<file path="src/rtl/core/pulse_period_to_rpm_core_defines.svh">
// ----------------------------------------------------------------------------
// pulse_period_to_rpm_core_defines
// Assertion macros used by the core's sequencer (pprpm_ctrl).
// ----------------------------------------------------------------------------
`ifndef PULSE_PERIOD_TO_RPM_CORE_DEFINES_SVH
`define PULSE_PERIOD_TO_RPM_CORE_DEFINES_SVH

// same-cycle implication, checked on every rising clock edge outside reset
`define PPR_ASSERT_NOW(lbl, ante, cons, msg) \
    lbl: assert property (@(posedge clk) disable iff (!rst_n) (ante) |-> (cons)) \
        else $error(msg);

// next-cycle implication
`define PPR_ASSERT_NEXT(lbl, ante, cons, msg) \
    lbl: assert property (@(posedge clk) disable iff (!rst_n) (ante) |=> (cons)) \
        else $error(msg);

`endif

</file>
<file path="src/rtl/core/pprpm_pkg.sv">
// ----------------------------------------------------------------------------
// pprpm_pkg
// Widths, reset values, register indexes and control types of the core.
// ----------------------------------------------------------------------------
package pprpm_pkg;

    localparam int TIMER_BITS_DEF = 16;
    localparam int TIMER_IN_W     = 16;
    localparam int MIN_W          = 16;
    localparam int SCALE_W        = 32;
    localparam int SPEED_W        = 16;
    localparam int INTERVAL_OUT_W = 17;
    localparam int COUNT_W        = 32;
    localparam int CFG_DATA_W     = 32;
    localparam int CFG_INDEX_W    = 1;

    localparam logic [MIN_W-1:0]   MIN_INTERVAL_RST = MIN_W'(11333 / 2);
    localparam logic [SCALE_W-1:0] SPEED_SCALE_RST  = SCALE_W'(1000000 * 60 / 2);

    localparam logic [CFG_INDEX_W-1:0] REG_MIN_INTERVAL = 1'd0;
    localparam logic [CFG_INDEX_W-1:0] REG_SPEED_SCALE  = 1'd1;

    // controller to datapath
    typedef struct packed {
        logic capture;  // latch the stamp of an accepted request
        logic check;    // form the interval, test it, load the divider
        logic step;     // one restoring divide step
        logic commit;   // update state; output register takes the result
    } cmd_t;

    // datapath to controller
    typedef struct packed {
        logic glitch;   // interval below min_interval, valid during check
    } sts_t;

endpackage

</file>
<file path="src/rtl/core/pprpm_if.sv">
// ----------------------------------------------------------------------------
// pprpm_if
// Valid/ready channels: sensor edge requests in, speed results out.
// ----------------------------------------------------------------------------
interface pprpm_in_if;
    import pprpm_pkg::*;

    logic                  valid;
    logic                  ready;
    logic [TIMER_IN_W-1:0] timer_count;

    modport source (output valid, output timer_count, input ready);
    modport sink   (input valid, input timer_count, output ready);
endinterface

interface pprpm_out_if;
    import pprpm_pkg::*;

    logic                      valid;
    logic                      ready;
    logic                      accepted;
    logic [INTERVAL_OUT_W-1:0] interval_ticks;
    logic [SPEED_W-1:0]        speed_rpm;
    logic [COUNT_W-1:0]        pulse_total;
    logic [COUNT_W-1:0]        glitch_total;

    modport source (output valid, output accepted, output interval_ticks,
                    output speed_rpm, output pulse_total, output glitch_total,
                    input ready);
    modport sink   (input valid, input accepted, input interval_ticks,
                    input speed_rpm, input pulse_total, input glitch_total,
                    output ready);
endinterface

</file>
<file path="src/rtl/core/pulse_period_to_rpm_core.sv">
// ----------------------------------------------------------------------------
// pulse_period_to_rpm_core
// Tachometer: sensor edge timer stamps in, interval and speed out.
// ----------------------------------------------------------------------------
// Usage:
//   sensor : one request per falling edge, carrying the 16-bit timer stamp.
//   result : one item per request: accepted flag, last interval, speed,
//            accepted and rejected edge counts.
//   cfg_*  : min_interval (index 0) and speed_scale (index 1); write only
//            while no request is in flight.
// Sequence: a good edge goes from acceptance through one capture, one interval
//   test, 32 steps of the serial restoring divider (one quotient bit per
//   cycle) and one commit; the input slot opens again after the commit.
//   Result valid is registered from the commit. A glitch skips the divider and
//   goes from the interval test straight to commit.
// The result sits in an output register; the next request is accepted and
//   worked while it waits. If the receiver stalls, the finished second result
//   holds at commit until the register is taken, and the input stays closed.
// Reset: clears speed state and counters, loads the config defaults; the
//   block takes a request at the first edge after reset is released.
// ----------------------------------------------------------------------------
module pulse_period_to_rpm_core #(
    parameter int TIMER_BITS = pprpm_pkg::TIMER_BITS_DEF
) (
    input  logic                              clk,
    input  logic                              rst_n,
    input  logic                              cfg_we,
    input  logic [pprpm_pkg::CFG_INDEX_W-1:0] cfg_index,
    input  logic [pprpm_pkg::CFG_DATA_W-1:0]  cfg_data,
    pprpm_in_if.sink                          sensor,
    pprpm_out_if.source                       result
);
    import pprpm_pkg::*;

    cmd_t cmd;
    sts_t sts;

    pprpm_ctrl u_ctrl (
        .clk       (clk),
        .rst_n     (rst_n),
        .in_valid  (sensor.valid),
        .in_ready  (sensor.ready),
        .out_valid (result.valid),
        .out_ready (result.ready),
        .cmd       (cmd),
        .sts       (sts)
    );

    pprpm_datapath #(
        .TIMER_BITS (TIMER_BITS)
    ) u_datapath (
        .clk            (clk),
        .rst_n          (rst_n),
        .cfg_we         (cfg_we),
        .cfg_index      (cfg_index),
        .cfg_data       (cfg_data),
        .timer_count    (sensor.timer_count),
        .cmd            (cmd),
        .sts            (sts),
        .accepted       (result.accepted),
        .interval_ticks (result.interval_ticks),
        .speed_rpm      (result.speed_rpm),
        .pulse_total    (result.pulse_total),
        .glitch_total   (result.glitch_total)
    );

endmodule

</file>
<file path="src/rtl/core/pprpm_datapath.sv">
// ----------------------------------------------------------------------------
// pprpm_datapath
// Config registers, interval/glitch test, serial divider and speed state.
// ----------------------------------------------------------------------------
module pprpm_datapath #(
    parameter int TIMER_BITS = pprpm_pkg::TIMER_BITS_DEF
) (
    input  logic                                clk,
    input  logic                                rst_n,
    input  logic                                cfg_we,
    input  logic [pprpm_pkg::CFG_INDEX_W-1:0]   cfg_index,
    input  logic [pprpm_pkg::CFG_DATA_W-1:0]    cfg_data,
    input  logic [pprpm_pkg::TIMER_IN_W-1:0]    timer_count,
    input  pprpm_pkg::cmd_t                     cmd,
    output pprpm_pkg::sts_t                     sts,
    output logic                                accepted,
    output logic [pprpm_pkg::INTERVAL_OUT_W-1:0] interval_ticks,
    output logic [pprpm_pkg::SPEED_W-1:0]       speed_rpm,
    output logic [pprpm_pkg::COUNT_W-1:0]       pulse_total,
    output logic [pprpm_pkg::COUNT_W-1:0]       glitch_total
);
    import pprpm_pkg::*;

    localparam int TB    = TIMER_BITS;
    localparam int SB    = (TB < TIMER_IN_W) ? TB : TIMER_IN_W;  // stored stamp bits
    localparam int IW    = TB + 1;                               // full wrap needs one more
    localparam int CMP_W = (IW > MIN_W) ? IW : MIN_W;

    logic [MIN_W-1:0]   min_reg;
    logic [SCALE_W-1:0] scale_reg;

    logic [SB-1:0]      stamp_reg;
    logic [SB-1:0]      last_stamp_reg;
    logic [IW-1:0]      span_reg;
    logic               ok_reg;
    logic [IW-1:0]      last_interval_reg;
    logic [SPEED_W-1:0] speed_reg;
    logic [COUNT_W-1:0] pulse_reg;
    logic [COUNT_W-1:0] glitch_reg;
    logic               out_ok_reg;

    logic [IW-1:0]      rem_reg;
    logic [SCALE_W-1:0] dividend_reg;
    logic [SPEED_W-1:0] quot_reg;

    logic [TB-1:0]      diff;
    logic [IW-1:0]      span;
    logic               glitch;
    logic [IW:0]        rem_sh;
    logic               fits;
    logic [IW:0]        rem_sub;

    always_ff @(posedge clk or negedge rst_n)
    begin
        if (!rst_n)
        begin
            min_reg   <= MIN_INTERVAL_RST;
            scale_reg <= SPEED_SCALE_RST;
        end
        else if (cfg_we)
        begin
            unique case (cfg_index)
                REG_MIN_INTERVAL: min_reg   <= cfg_data[MIN_W-1:0];
                REG_SPEED_SCALE:  scale_reg <= cfg_data[SCALE_W-1:0];
            endcase
        end
    end

    // elapsed ticks modulo the timer span; equal stamps mean a full wrap
    always_comb
    begin
        diff = TB'(TB'(stamp_reg) - TB'(last_stamp_reg));
        if (diff == '0)
            span = {1'b1, {TB{1'b0}}};
        else
            span = IW'(diff);
        glitch = CMP_W'(span) < CMP_W'(min_reg);
    end

    assign sts.glitch = glitch;

    // restoring divide, one quotient bit per step
    always_comb
    begin
        rem_sh  = {rem_reg, dividend_reg[SCALE_W-1]};
        fits    = rem_sh >= {1'b0, span_reg};
        rem_sub = rem_sh - {1'b0, span_reg};
    end

    always_ff @(posedge clk)
    begin
        if (cmd.capture)
            stamp_reg <= SB'(timer_count);
        if (cmd.check)
        begin
            span_reg     <= span;
            ok_reg       <= !glitch;
            rem_reg      <= '0;
            dividend_reg <= scale_reg;
            quot_reg     <= '0;
        end
        else if (cmd.step)
        begin
            rem_reg      <= fits ? rem_sub[IW-1:0] : rem_sh[IW-1:0];
            dividend_reg <= {dividend_reg[SCALE_W-2:0], 1'b0};
            quot_reg     <= {quot_reg[SPEED_W-2:0], fits};
        end
    end

    always_ff @(posedge clk or negedge rst_n)
    begin
        if (!rst_n)
        begin
            last_stamp_reg    <= '0;
            last_interval_reg <= '0;
            speed_reg         <= '0;
            pulse_reg         <= '0;
            glitch_reg        <= '0;
            out_ok_reg        <= 1'b0;
        end
        else if (cmd.commit)
        begin
            out_ok_reg <= ok_reg;
            if (ok_reg)
            begin
                last_stamp_reg    <= stamp_reg;
                last_interval_reg <= span_reg;
                speed_reg         <= quot_reg;
                pulse_reg         <= pulse_reg + 1'b1;
            end
            else
            begin
                glitch_reg <= glitch_reg + 1'b1;
            end
        end
    end

    // state only moves on commit, which waits for the output to be free
    assign accepted       = out_ok_reg;
    assign interval_ticks = INTERVAL_OUT_W'(last_interval_reg);
    assign speed_rpm      = speed_reg;
    assign pulse_total    = pulse_reg;
    assign glitch_total   = glitch_reg;

endmodule

</file>
<file path="src/rtl/core/pprpm_ctrl.sv">
// ----------------------------------------------------------------------------
// pprpm_ctrl
// Sequencer: accept, test, divide (skipped for a glitch), commit into the output register.
// ----------------------------------------------------------------------------
`include "pulse_period_to_rpm_core_defines.svh"

module pprpm_ctrl (
    input  logic            clk,
    input  logic            rst_n,
    input  logic            in_valid,
    output logic            in_ready,
    output logic            out_valid,
    input  logic            out_ready,
    output pprpm_pkg::cmd_t cmd,
    input  pprpm_pkg::sts_t sts
);
    import pprpm_pkg::*;

    localparam int DIV_STEPS = SCALE_W;
    localparam int CNT_W     = $clog2(DIV_STEPS);
    localparam logic [CNT_W-1:0] CNT_LAST = CNT_W'(DIV_STEPS - 1);

    localparam logic [1:0] ST_IDLE  = 2'd0;
    localparam logic [1:0] ST_CHECK = 2'd1;
    localparam logic [1:0] ST_DIV   = 2'd2;
    localparam logic [1:0] ST_DONE  = 2'd3;

    logic [1:0]       state_reg, state_next;
    logic [CNT_W-1:0] cnt_reg, cnt_next;
    logic             out_valid_reg, out_valid_next;
    logic             out_free;

    assign out_free = !out_valid_reg || out_ready;

    always_comb
    begin
        state_next     = state_reg;
        cnt_next       = cnt_reg;
        out_valid_next = out_valid_reg && !out_ready;
        cmd            = '0;
        in_ready       = 1'b0;
        unique case (state_reg)
            ST_IDLE:
            begin
                in_ready = 1'b1;
                if (in_valid)
                begin
                    cmd.capture = 1'b1;
                    state_next  = ST_CHECK;
                end
            end
            ST_CHECK:
            begin
                cmd.check = 1'b1;
                cnt_next  = '0;
                state_next = sts.glitch ? ST_DONE : ST_DIV;
            end
            ST_DIV:
            begin
                cmd.step = 1'b1;
                cnt_next = cnt_reg + 1'b1;
                if (cnt_reg == CNT_LAST)
                    state_next = ST_DONE;
            end
            ST_DONE:
            begin
                if (out_free)
                begin
                    cmd.commit     = 1'b1;
                    out_valid_next = 1'b1;
                    state_next     = ST_IDLE;
                end
            end
        endcase
    end

    always_ff @(posedge clk or negedge rst_n)
    begin
        if (!rst_n)
        begin
            state_reg     <= ST_IDLE;
            cnt_reg       <= '0;
            out_valid_reg <= 1'b0;
        end
        else
        begin
            state_reg     <= state_next;
            cnt_reg       <= cnt_next;
            out_valid_reg <= out_valid_next;
        end
    end

    assign out_valid = out_valid_reg;

    `PPR_ASSERT_NOW(a_commit_free, cmd.commit, !out_valid_reg || out_ready, "commit over a pending result")
    `PPR_ASSERT_NEXT(a_div_len, state_reg == ST_DIV && cnt_reg == CNT_LAST, state_reg == ST_DONE, "divide did not end after last step")
    `PPR_ASSERT_NEXT(a_check_branch, state_reg == ST_CHECK && !sts.glitch, state_reg == ST_DIV && cnt_reg == '0, "good interval skipped the divide")
    `PPR_ASSERT_NEXT(a_commit_shows, cmd.commit, out_valid_reg, "committed result not presented")

endmodule

</file>
<file path="src/flat_wrapper.sv">
// flat-port wrapper written by rule: the top's interface ports become plain ports
module pulse_period_to_rpm_core_flat import pprpm_pkg::*;
#(
    parameter int TIMER_BITS = pprpm_pkg::TIMER_BITS_DEF
)
  (clk, rst_n, cfg_we, cfg_index, cfg_data, sensor_valid, sensor_timer_count, sensor_ready, result_valid, result_accepted, result_interval_ticks, result_speed_rpm, result_pulse_total, result_glitch_total, result_ready);
  pprpm_in_if sensor_i ();
  pprpm_out_if result_i ();
  input  logic clk;
  input  logic rst_n;
  input  logic cfg_we;
  input  logic [pprpm_pkg::CFG_INDEX_W-1:0] cfg_index;
  input  logic [pprpm_pkg::CFG_DATA_W-1:0] cfg_data;
  input wire logic [$bits(sensor_i.valid)-1:0] sensor_valid;
  input wire logic [$bits(sensor_i.timer_count)-1:0] sensor_timer_count;
  output wire logic [$bits(sensor_i.ready)-1:0] sensor_ready;
  output wire logic [$bits(result_i.valid)-1:0] result_valid;
  output wire logic [$bits(result_i.accepted)-1:0] result_accepted;
  output wire logic [$bits(result_i.interval_ticks)-1:0] result_interval_ticks;
  output wire logic [$bits(result_i.speed_rpm)-1:0] result_speed_rpm;
  output wire logic [$bits(result_i.pulse_total)-1:0] result_pulse_total;
  output wire logic [$bits(result_i.glitch_total)-1:0] result_glitch_total;
  input wire logic [$bits(result_i.ready)-1:0] result_ready;
  assign sensor_i.valid = sensor_valid;
  assign sensor_i.timer_count = sensor_timer_count;
  assign sensor_ready = sensor_i.ready;
  assign result_valid = result_i.valid;
  assign result_accepted = result_i.accepted;
  assign result_interval_ticks = result_i.interval_ticks;
  assign result_speed_rpm = result_i.speed_rpm;
  assign result_pulse_total = result_i.pulse_total;
  assign result_glitch_total = result_i.glitch_total;
  assign result_i.ready = result_ready;
  pulse_period_to_rpm_core #(.TIMER_BITS(TIMER_BITS)) u_core (.clk(clk), .rst_n(rst_n), .cfg_we(cfg_we), .cfg_index(cfg_index), .cfg_data(cfg_data), .sensor(sensor_i), .result(result_i));
endmodule
</file>
<file path="config.mk">
export PLATFORM = sky130hd
export DESIGN_NAME = pulse_period_to_rpm_core_flat
export DESIGN_NICKNAME = d
export VERILOG_FILES = /design/src/rtl/core/pprpm_pkg.sv /design/src/rtl/core/pprpm_if.sv /design/src/rtl/core/pulse_period_to_rpm_core.sv /design/src/rtl/core/pprpm_datapath.sv /design/src/rtl/core/pprpm_ctrl.sv /design/src/flat_wrapper.sv
export VERILOG_INCLUDE_DIRS = /design/src /design/src/rtl/core
export SDC_FILE = /design/constraint.sdc
export NUM_CORES = 1
export LEC_CHECK = 0
export ABC_AREA = 1
export BUFFER_PORTS_ARGS = -buffer_cell sky130_fd_sc_hd__buf_2
export CORE_UTILIZATION = 59
export DETAILED_ROUTE_END_ITERATION = 7
export PLACE_DENSITY_LB_ADDON = 0.08
export SYNTH_ARGS = -nofsm -noshare
export SYNTH_HDL_FRONTEND = slang
export SYNTH_HIERARCHICAL = 1
export SYNTH_SLANG_ARGS = --single-unit
</file>
<file path="constraint.sdc">
create_clock -name clk -period 3.6 [get_ports clk]
set_clock_uncertainty 0.1 [all_clocks]
set_input_delay 0.54 -clock clk [delete_from_list [all_inputs] [get_ports clk]]
set_output_delay 0.54 -clock clk [all_outputs]
set_load 0.01 [all_outputs]
</file>
==> flow_summary.json, run 1 <==
{
  "yosys_register_bits": 269,
  "die_w_um": 152,
  "hold_class": "in -> reg",
  "cp_data_required_time_ns": 3.98,
  "multiInputGateArea_um2": 5400,
  "num_vias": 10200,
  "post-route-drc-count": 0,
  "synthCells": 1498,
  "dpl-instance-area_um2": 14400,
  "clock_path_buffers": 3,
  "cts-root-buf": "clkbuf_16",
  "grt_usage_pct": 24.5,
  "outcome": "finished clean",
  "finalHoldViolCount": 0,
  "drtAntennaViolNets": 0,
  "vdd_drop_max_mv": 0.536,
  "rsz0062_at_grt": "false",
  "path_buf_inv": 3,
  "register_area_um2": 6920,
  "antenna_found_initial": 0,
  "cp_cell_sequence": "inv_1 > ha_1 > fa_1 > inv_1 > nand2_1 > nand2_1 > nand3_1 > nand2_1 > inv_1 > ha_1 > a21oi_1 > o21a_1 > o221ai_1 > a21oi_1 > nor2_1 > nor2_1 > nand3_1 > nand2_1 > nand2_1 > nand2_1",
  "finalPower_mw": 12.2,
  "clock-sinks": 269,
  "num-fill-cells": 1752,
  "criticalPathCategory": "reg -> reg",
  "first_global_vias": 9544,
  "fin_cells": 1966,
  "tightest_slew_ns": 1.03,
  "end_kind": "flop",
  "start_util_pct": 60.5,
  "setup_viol": 0,
  "arrival_ns": 3.57,
  "drv_cap": 0,
  "cts_htree_levels": 1,
  "path_clk_slew_ns": 0.06,
  "syn-num-nets": 1610,
  "antenna-diode-count": 0,
  "fmaxAchievable_mhz": 314,
  "path_delay_family": "adder cells",
  "slowest_stage": "fa_1",
  "slowest_delay_ns": 0.42,
  "io_buffers": 153,
  "report.final.slew_viol_count": 0,
  "crit_fanout": 4,
  "core_area_um2": 21900,
  "wl_mm": 27.8,
  "cts_setup_buffers": 0,
  "wire_per_inst_um": 14.2,
  "finalSetupTns_ns": 0,
  "leakage_nw": 7.90,
  "powerDensity_nw_per_um2": 796,
  "dr.pass1.iters": 5,
  "relSlewSlack_pct": 31.4,
  "ys.warnings.count": 6,
  "crit_path_frequent_cell": "nand2_1",
  "area_growth_pct": 16.2,
  "drive_above_1_share_pct": 16.5,
  "cts_made_buffers": 29,
  "syn_avg_cell_area_um2": 8.84,
  "place_congestion": 0.930,
  "stdcell_area_um2": 15400,
  "ys_types": 49,
  "ys_seq_area_share_pct": 52.2,
  "syn_area_um2": 13200,
  "die_h_um": 152,
  "grt_overflow": 0,
  "placed_cells": 1911,
  "cts_resized": 0,
  "timing.final.crit_share_pct": 88.6,
  "insertion_delay_ns": 0.55,
  "critPathLaunchType": "flop",
  "post-route-min-period_ns": 3.19,
  "dieArea_um2": 23000,
  "grt_pass1_wl_mm": 45.4,
  "cts_tree": "done",
  "row_count": 54,
  "dp_hpwl_mm": 20.0,
  "ios": 154,
  "drtIter0Drc": 484,
  "ctsHoldBuffers": 1,
  "nets": 1775,
  "grt_start_max_net_pins": 66,
  "vias_per_cell": 5.20
}
==> final timing paths <==
check | startpoint | to | slack, ns | cells after the start
max | u_core/u_datapath/stamp_reg[0] | u_core/u_ctrl/state_reg[0] | 0.41 | 20
min | sensor_timer_count[15] | u_core/u_datapath/stamp_reg[15] | 0.07 | 1
max reg2reg | u_core/u_datapath/stamp_reg[0] | u_core/u_ctrl/state_reg[0] | 0.41 | 20
min reg2reg | u_core/u_datapath/pulse_total[31] | u_core/u_datapath/pulse_total[31] | 0.36 | 1
max in group asynchronous | rst_n | u_core/u_datapath/last_stamp_reg[15] | 2.13 | 3
min in group asynchronous | rst_n | u_core/u_ctrl/cnt_reg[4] | 0.38 | 2
==> routing by layer <==
metal | part of all wire, % | up-vias | global-route usage [%]
met1 | 46 | 4820 | 33.6
met5 | 0 | - | 0
met4 | 2.1 | 0 | 5.99
met2 | 48 | 220 | 41.4
li1 | - | 5149 | -
met3 | 4.1 | 39 | 3.02
==> placed cells by master (no fill, tap or decap), types with 23 or more instances in the layout <==
| cell type | n |
|---|---|
| a21oi_1 | 37 |
| buf_2 | 152 |
| clkbuf_16 | 30 |
| dfrtp_1 | 155 |
| dfxtp_1 | 33 |
| edfxtp_1 | 66 |
| ha_1 | 55 |
| inv_1 | 205 |
| nand2_1 | 449 |
| nand3_1 | 57 |
| nand4_1 | 23 |
| nor2_1 | 69 |
| o21ai_0 | 99 |
| xnor2_1 | 23 |
| xor2_1 | 54 |
==> per-stage QoR <==
| step | hold WS (ns) | setup WS, ns | util (%) |
|---|---|---|---|
| after floorplan | 0.144 | 0.547 | - |
| after global placement | 0.354 | 0.636 | 65.6 |
| after detailed placement | 0.357 | 0.525 | 65.6 |
| after CTS | 0.0510 | 0.475 | 70.3 |
| after global routing | 0.0513 | 0.122 | 70.3 |
| final | 0.0669 | 0.412 | 70.3 |
==> cells by family (layout without fill, tap and decap cells) <==
| kind of cell | count (synthesis) | count (layout) | synth area share (%) |
|---|---|---|---|
| mux | 16 | 16 | 1.36 |
| fa+ha+maj | 58 | 58 | 5.60 |
| compound gates | 173 | 173 | 7.01 |
| buf+inv | 243 | 431 | 6.97 |
| xor+xnor | 77 | 77 | 5.10 |
| simple gates | 662 | 662 | 21.7 |
| flops | 269 | 269 | 52.2 |
==> report_power, final <==
group,internal (mW),switching [mW]
sequential,4.16,0.387
combinational,1.57,3.02
clock,1.92,1.19
==> synthesized netlist by cell type, drive strengths merged <==
cell | count | area [um2]
a211oi | 2 | 15.0
a21o | 3 | 22.5
a21oi | 37 | 185
a31oi | 11 | 68.8
and2 | 2 | 15.0
and3 | 1 | 6.26
buf | 7 | 36.3
clkbuf | 27 | 101
clkinv | 2 | 7.51
dfrtp | 155 | 3880
dfstp | 15 | 394
dfxtp | 33 | 661
edfxtp | 66 | 1980
fa | 2 | 40.0
ha | 56 | 701
inv | 207 | 777
mux2 | 16 | 180
nand2 | 458 | 1760
nand3 | 60 | 315
nand3b | 3 | 22.5
nand4 | 25 | 169
nor2 | 80 | 348
nor3 | 24 | 154
nor3b | 1 | 7.51
nor4 | 6 | 58.8
nor4b | 1 | 8.76
o211ai | 2 | 15.0
o21a | 1 | 7.51
o21ai | 99 | 495
o21bai | 1 | 7.51
o221ai | 1 | 8.76
o22ai | 15 | 93.8
o31ai | 1 | 7.51
or2 | 1 | 6.26
xnor2 | 23 | 201
xor2 | 54 | 473
==> area by class of cell <==
class,count,area share (%)
multi-input combinational,986,35.1
sequential,269,45.0
inverter,209,5.10
tap,280,2.28
clock inverter,10,1.04
timing repair buffer,168,5.93
clock buffer,44,5.55
Power figures use the tool's default switching activity.
==> run 2: changes to the inputs <==
PLACE_DENSITY_LB_ADDON = 0.3   (was 0.08)
==> flow_summary.json, run 2 (synthesis results as in run 1) <==
{
  "outcome": "finished clean",
  "p_seq_share_pct": 37.4,
  "cts_tree": "done",
  "grt_overflow": 0,
  "placed_cells": 1909,
  "fin_cells": 1966,
  "antenna-diode-count": 0,
  "post-route-min-period_ns": 3.09,
  "fmaxAchievable_mhz": 323,
  "grt_usage_pct": 24.6,
  "vias_per_cell": 5.22,
  "criticalPathCategory": "reg -> reg",
  "drv_cap": 0,
  "finalSetupTns_ns": 0,
  "report.final.slew_viol_count": 0,
  "row_count": 54,
  "die_w_um": 152,
  "powerDensity_nw_per_um2": 795,
  "area_growth_pct": 16.3,
  "drtAntennaViolNets": 0,
  "die_h_um": 152,
  "finalHoldViolCount": 0,
  "num-fill-cells": 1754,
  "rsz0062_at_grt": "false",
  "insertion_delay_ns": 0.55,
  "path_clk_slew_ns": 0.06,
  "wl_mm": 27.8,
  "io_buffers": 153,
  "clock-sinks": 269,
  "final_cell_mix": "nand2_1, inv_1, dfrtp_1, buf_2, o21ai_0",
  "min_path_cells": 1,
  "p_int_mw": 7.64,
  "timing.final.crit_share_pct": 86.0,
  "cts-root-buf": "clkbuf_16",
  "tightest_slew_ns": 0.927,
  "end_kind": "flop",
  "drive_above_1_share_pct": 16.5,
  "critPathLaunchType": "flop",
  "grt_pass1_wl_mm": 45.7,
  "core_area_um2": 21900,
  "p_sw_mw": 4.60,
  "wire_per_inst_um": 14.1,
  "post-route-drc-count": 0,
  "cts_setup_buffers": 0,
  "comb_power_share_pct": 37.2,
  "start_util_pct": 60.5,
  "ios": 154,
  "first_global_vias": 9745,
  "grt_start_max_net_pins": 73,
  "cp_data_required_time_ns": 3.93,
  "drtIter0Drc": 461,
  "hold_class": "in -> reg",
  "nets": 1774,
  "post-route-util_pct": 70.3,
  "finalPower_mw": 12.2,
  "clock_path_buffers": 3,
  "vdd_drop_max_mv": 0.484,
  "relSlewSlack_pct": 38.0,
  "cts_made_buffers": 30,
  "place_congestion": 0.910,
  "ff2ff_setup_slack_ns": 0.51,
  "num_vias": 10300,
  "cts_htree_levels": 1,
  "p_clk_share_pct": 25.5,
  "sw_frac_of_total_pct": 37.6,
  "arrival_ns": 3.42,
  "dieArea_um2": 23000,
  "r2r_cells": 23,
  "leakage_nw": 7.90,
  "final_common_cell": "nand2_1",
  "multiInputGateArea_um2": 5400,
  "crit_fanout": 4,
  "cts_resized": 0,
  "register_area_um2": 6920,
  "dp_hpwl_mm": 19.7,
  "antenna_found_initial": 0,
  "dr.pass1.iters": 5,
  "ctsHoldBuffers": 1,
  "setup_viol": 0
}
## run 2: cell count changes in the layout (fill, tap and decap cells not counted), sizes merged
| cell | delta |
|---|---|
| bufinv | -1 |
| inv | -1 |
| buf | -2 |
| clkbuf | -2 |
| clkinv | +6 |
## run 2: cell type report
type | count | area share (%)
clock buffer | 42 | 5.76
clock inverter | 14 | 0.984
inverter | 209 | 5.10
timing repair buffer | 166 | 5.83
sequential | 269 | 44.9
multi-input combinational | 986 | 35.1
tap | 280 | 2.28
## run 2: power groups by stage
stage / Sequential, mW / Combinational [mW] / Clock (mW)
2_1_floorplan: 4.63 / 3.14 / 0
3_3_place_gp: 4.59 / 4.33 / 0
3_5_place_dp: 4.62 / 4.49 / 0
4_1_cts: 4.58 / 4.54 / 3.18
5_1_grt: 4.67 / 5.19 / 3.31
6_report: 4.57 / 4.55 / 3.11
## run 2: worst paths after layout
check | from | endpoint
setup reg to reg | u_core/u_datapath/stamp_reg[0] | u_core/u_ctrl/state_reg[0]
hold / removal | sensor_timer_count[8] | u_core/u_datapath/stamp_reg[8]
min in group asynchronous | rst_n | u_core/u_datapath/glitch_total[17]
hold reg to reg | u_core/u_datapath/pulse_total[31] | u_core/u_datapath/pulse_total[31]
max in group asynchronous | rst_n | u_core/u_datapath/scale_reg[22]
setup / recovery | u_core/u_datapath/stamp_reg[0] | u_core/u_ctrl/state_reg[0]
## run 2: per-stage QoR
| step | instance area, um2 | hold WS, ns | setup slack [ns] |
|---|---|---|---|
| floorplan | 13200 | 0.144 | 0.547 |
| global placement | 14300 | 0.350 | 0.661 |
| detailed placement | 14300 | 0.362 | 0.518 |
| CTS | 15400 | 0.0565 | 0.508 |
| global route | 15400 | 0.0568 | 0.121 |
| finish | 15400 | 0.0778 | 0.506 |
## run 2: worst max-delay path: stages (launching register included)
cell	delay, ns
edfxtp_1	0.32
inv_1	0.05
ha_1	0.22
fa_1	0.41
inv_1	0.13
nand2_1	0.06
nand2_1	0.08
nand3_1	0.09
nand3_1	0.09
nand2_1	0.09
ha_1	0.31
nand2_1	0.07
inv_1	0.05
nand3_1	0.08
nor3b_1	0.20
nand2_1	0.07
inv_1	0.05
a21oi_1	0.09
nor2_1	0.12
nor2_1	0.05
nand3_1	0.08
nand2_1	0.06
nand2_1	0.06
nand2_1	0.05
## run 2: layer usage
layer  up-vias  routed length, um  global-route usage, %
li1       5151                  -                      -
met1      4794              12700                   34.0
met2       282              13000                   40.6
met3        39               1600                   3.50
met4         0                492                   6.49
met5         -                  0                      0
==> run 3: changes to the inputs <==
TNS_END_PERCENT = 1   (was default)
clock period = 3 ns   (was 3.6 ns; I/O delays follow)
==> flow_summary.json, run 3 (synthesis results as in run 1) <==
{
  "relSlewSlack_pct": 44.7,
  "place_congestion": 0.891,
  "arrival_ns": 3.37,
  "first_global_vias": 9923,
  "clock_path_buffers": 3,
  "post-route-drc-count": 0,
  "ff2ff_setup_slack_ns": 0.005,
  "routed.top_layer": "met4",
  "drive_above_1_share_pct": 19.2,
  "crit_fanout": 3,
  "r2r-end": "u_core/u_ctrl/state_reg[0]",
  "leakage_nw": 7.97,
  "criticalPathCategory": "reg -> reg",
  "powerDensity_nw_per_um2": 955,
  "wire_per_inst_um": 14.3,
  "area_growth_pct": 19.2,
  "io_buffers": 153,
  "fmaxAchievable_mhz": 334,
  "grt_pass1_wl_mm": 45.9,
  "dr.pass1.iters": 5,
  "grt_overflow": 0,
  "drtIter0Drc": 599,
  "die_w_um": 152,
  "fin_ws_ns": 0.00471,
  "finalPower_mw": 15.1,
  "r2r_cells": 19,
  "ios": 154,
  "setup_viol": 0,
  "post-route-util_pct": 72.1,
  "wl_met2_mm": 13.5,
  "num_vias": 10500,
  "core_area_um2": 21900,
  "dieArea_um2": 23000,
  "finalHoldViolCount": 0,
  "clock-sinks": 269,
  "insertion_delay_ns": 0.54,
  "post-route-min-period_ns": 3.00,
  "final_common_cell": "nand2_1",
  "tightest_slew_ns": 0.828,
  "grt_usage_pct": 24.7,
  "drtAntennaViolNets": 0,
  "antenna_found_initial": 0,
  "hold_class": "in -> reg",
  "crit_path_start": "u_core/u_datapath/last_stamp_reg[0]",
  "grt_start_max_net_pins": 73,
  "die_h_um": 152,
  "cts-root-buf": "clkbuf_16",
  "start_util_pct": 60.5,
  "wl_met1_mm": 12.7,
  "critPathLaunchType": "flop",
  "cts_htree_levels": 1,
  "row_count": 54,
  "cts_made_buffers": 28,
  "r2r-start": "u_core/u_datapath/last_stamp_reg[0]",
  "path_clk_slew_ns": 0.06,
  "place_ws_ns": -0.0632,
  "outcome": "finished clean",
  "end_kind": "flop",
  "met3_length_mm": 1.51,
  "antenna-diode-count": 0,
  "cts_tree": "done",
  "endpoint": "u_core/u_ctrl/state_reg[0]",
  "wl_mm": 28.5,
  "vias_per_cell": 5.27,
  "cp_data_required_time_ns": 3.37,
  "drv_cap": 0,
  "nets": 1801,
  "rsz0062_at_grt": "true",
  "final_cell_mix": "nand2_1, inv_1, dfrtp_1, buf_2, o21ai_0",
  "report.final.slew_viol_count": 0,
  "dp_hpwl_mm": 19.8,
  "timing.final.crit_share_pct": 99.8,
  "vdd_drop_max_mv": 0.696
}
run 3: cell types whose count changed in the layout (fill, tap and decap cells not counted), moves of 7 or more:
cell,delta
dlygate4sd3_1,+16
nand2_1,-8
nand3_2,+7
ha_4,+12
nand3_1,-8
ha_1,-14
buf_4,+13
run 3: layout make-up:
cell class | instances | area [um2]
Tap cell | 280 | 350
Timing Repair Buffer | 195 | 1150
Multi-Input combinational cell | 986 | 5690
Fill cell | 1671 | 6110
Inverter | 209 | 787
Clock buffer | 40 | 797
Sequential cell | 269 | 6920
Clock inverter | 12 | 80.1
run 3: worst max-delay path, stage by stage (launching register included):
cell      delay, ns
dfrtp_1        0.39
ha_2           0.21
fa_2           0.41
inv_2          0.09
buf_4          0.12
nand2_2        0.06
nand3_2        0.09
nand3_2        0.09
nand2_1        0.08
nand2_1        0.06
nand2_2        0.11
ha_4           0.21
a21o_1         0.18
a21oi_2        0.17
o211ai_1       0.15
nor2_1         0.14
nand3_1        0.09
nand2_1        0.09
nand2_1        0.05
nand2_1        0.06
run 3: worst min path at each step:
stage | start | slack (ns) | to | depth (start not counted)
4_1_cts | cfg_data[25] | 0.02 | u_core/u_datapath/scale_reg[25] | 2
3_3_place_gp | u_core/u_datapath/pulse_total[31] | 0.35 | u_core/u_datapath/pulse_total[31] | 1
6_report | cfg_data[25] | 0.04 | u_core/u_datapath/scale_reg[25] | 2
2_1_floorplan | rst_n | 0.05 | u_core/u_ctrl/cnt_reg[0] | 0
3_5_place_dp | u_core/u_datapath/interval_ticks[15] | 0.37 | u_core/u_datapath/interval_ticks[15] | 2
5_1_grt | cfg_data[22] | 0.04 | u_core/u_datapath/scale_reg[22] | 2
run 3: per-stage QoR:
step / hold WS [ns] / std cells / TNS (ns) / cell area, um2
final: 0.0373 / 1991 / 0 / 15800
after global routing: 0.0361 / 1991 / -0.268 / 15800
after CTS: 0.0218 / 1983 / 0 / 15400
after detailed placement: 0.367 / 1914 / -0.0632 / 14400
after global placement: 0.351 / 1914 / 0 / 14400
after floorplan: 0.0544 / 1498 / 0 / 13200
run 3: timing repair:
item | CTS | global route
resized for setup | 4 | 51
gates cloned | 0 | 0
endpoints found under the setup margin | 1 | 2
buffers inserted | 0 | 8
hold buffers | 17 | 0
endpoints found under the hold margin | 79 | 0
pin swaps | 0 | 23
run 3: routing by layer:
layer	global-route usage [%]	vias up
li1	-	5216
met1	32.9	4933
met2	41.7	285
met3	3.35	59
met4	7.87	0
met5	0	-
run 3: where the power goes:
| part | total, mW | internal [mW] | switching [mW] |
|---|---|---|---|
| Combinational | 6.29 | 2.32 | 3.98 |
| Clock | 3.29 | 1.92 | 1.37 |
| Sequential | 5.48 | 5.00 | 0.482 |
| Total | 15.1 | 9.24 | 5.83 |
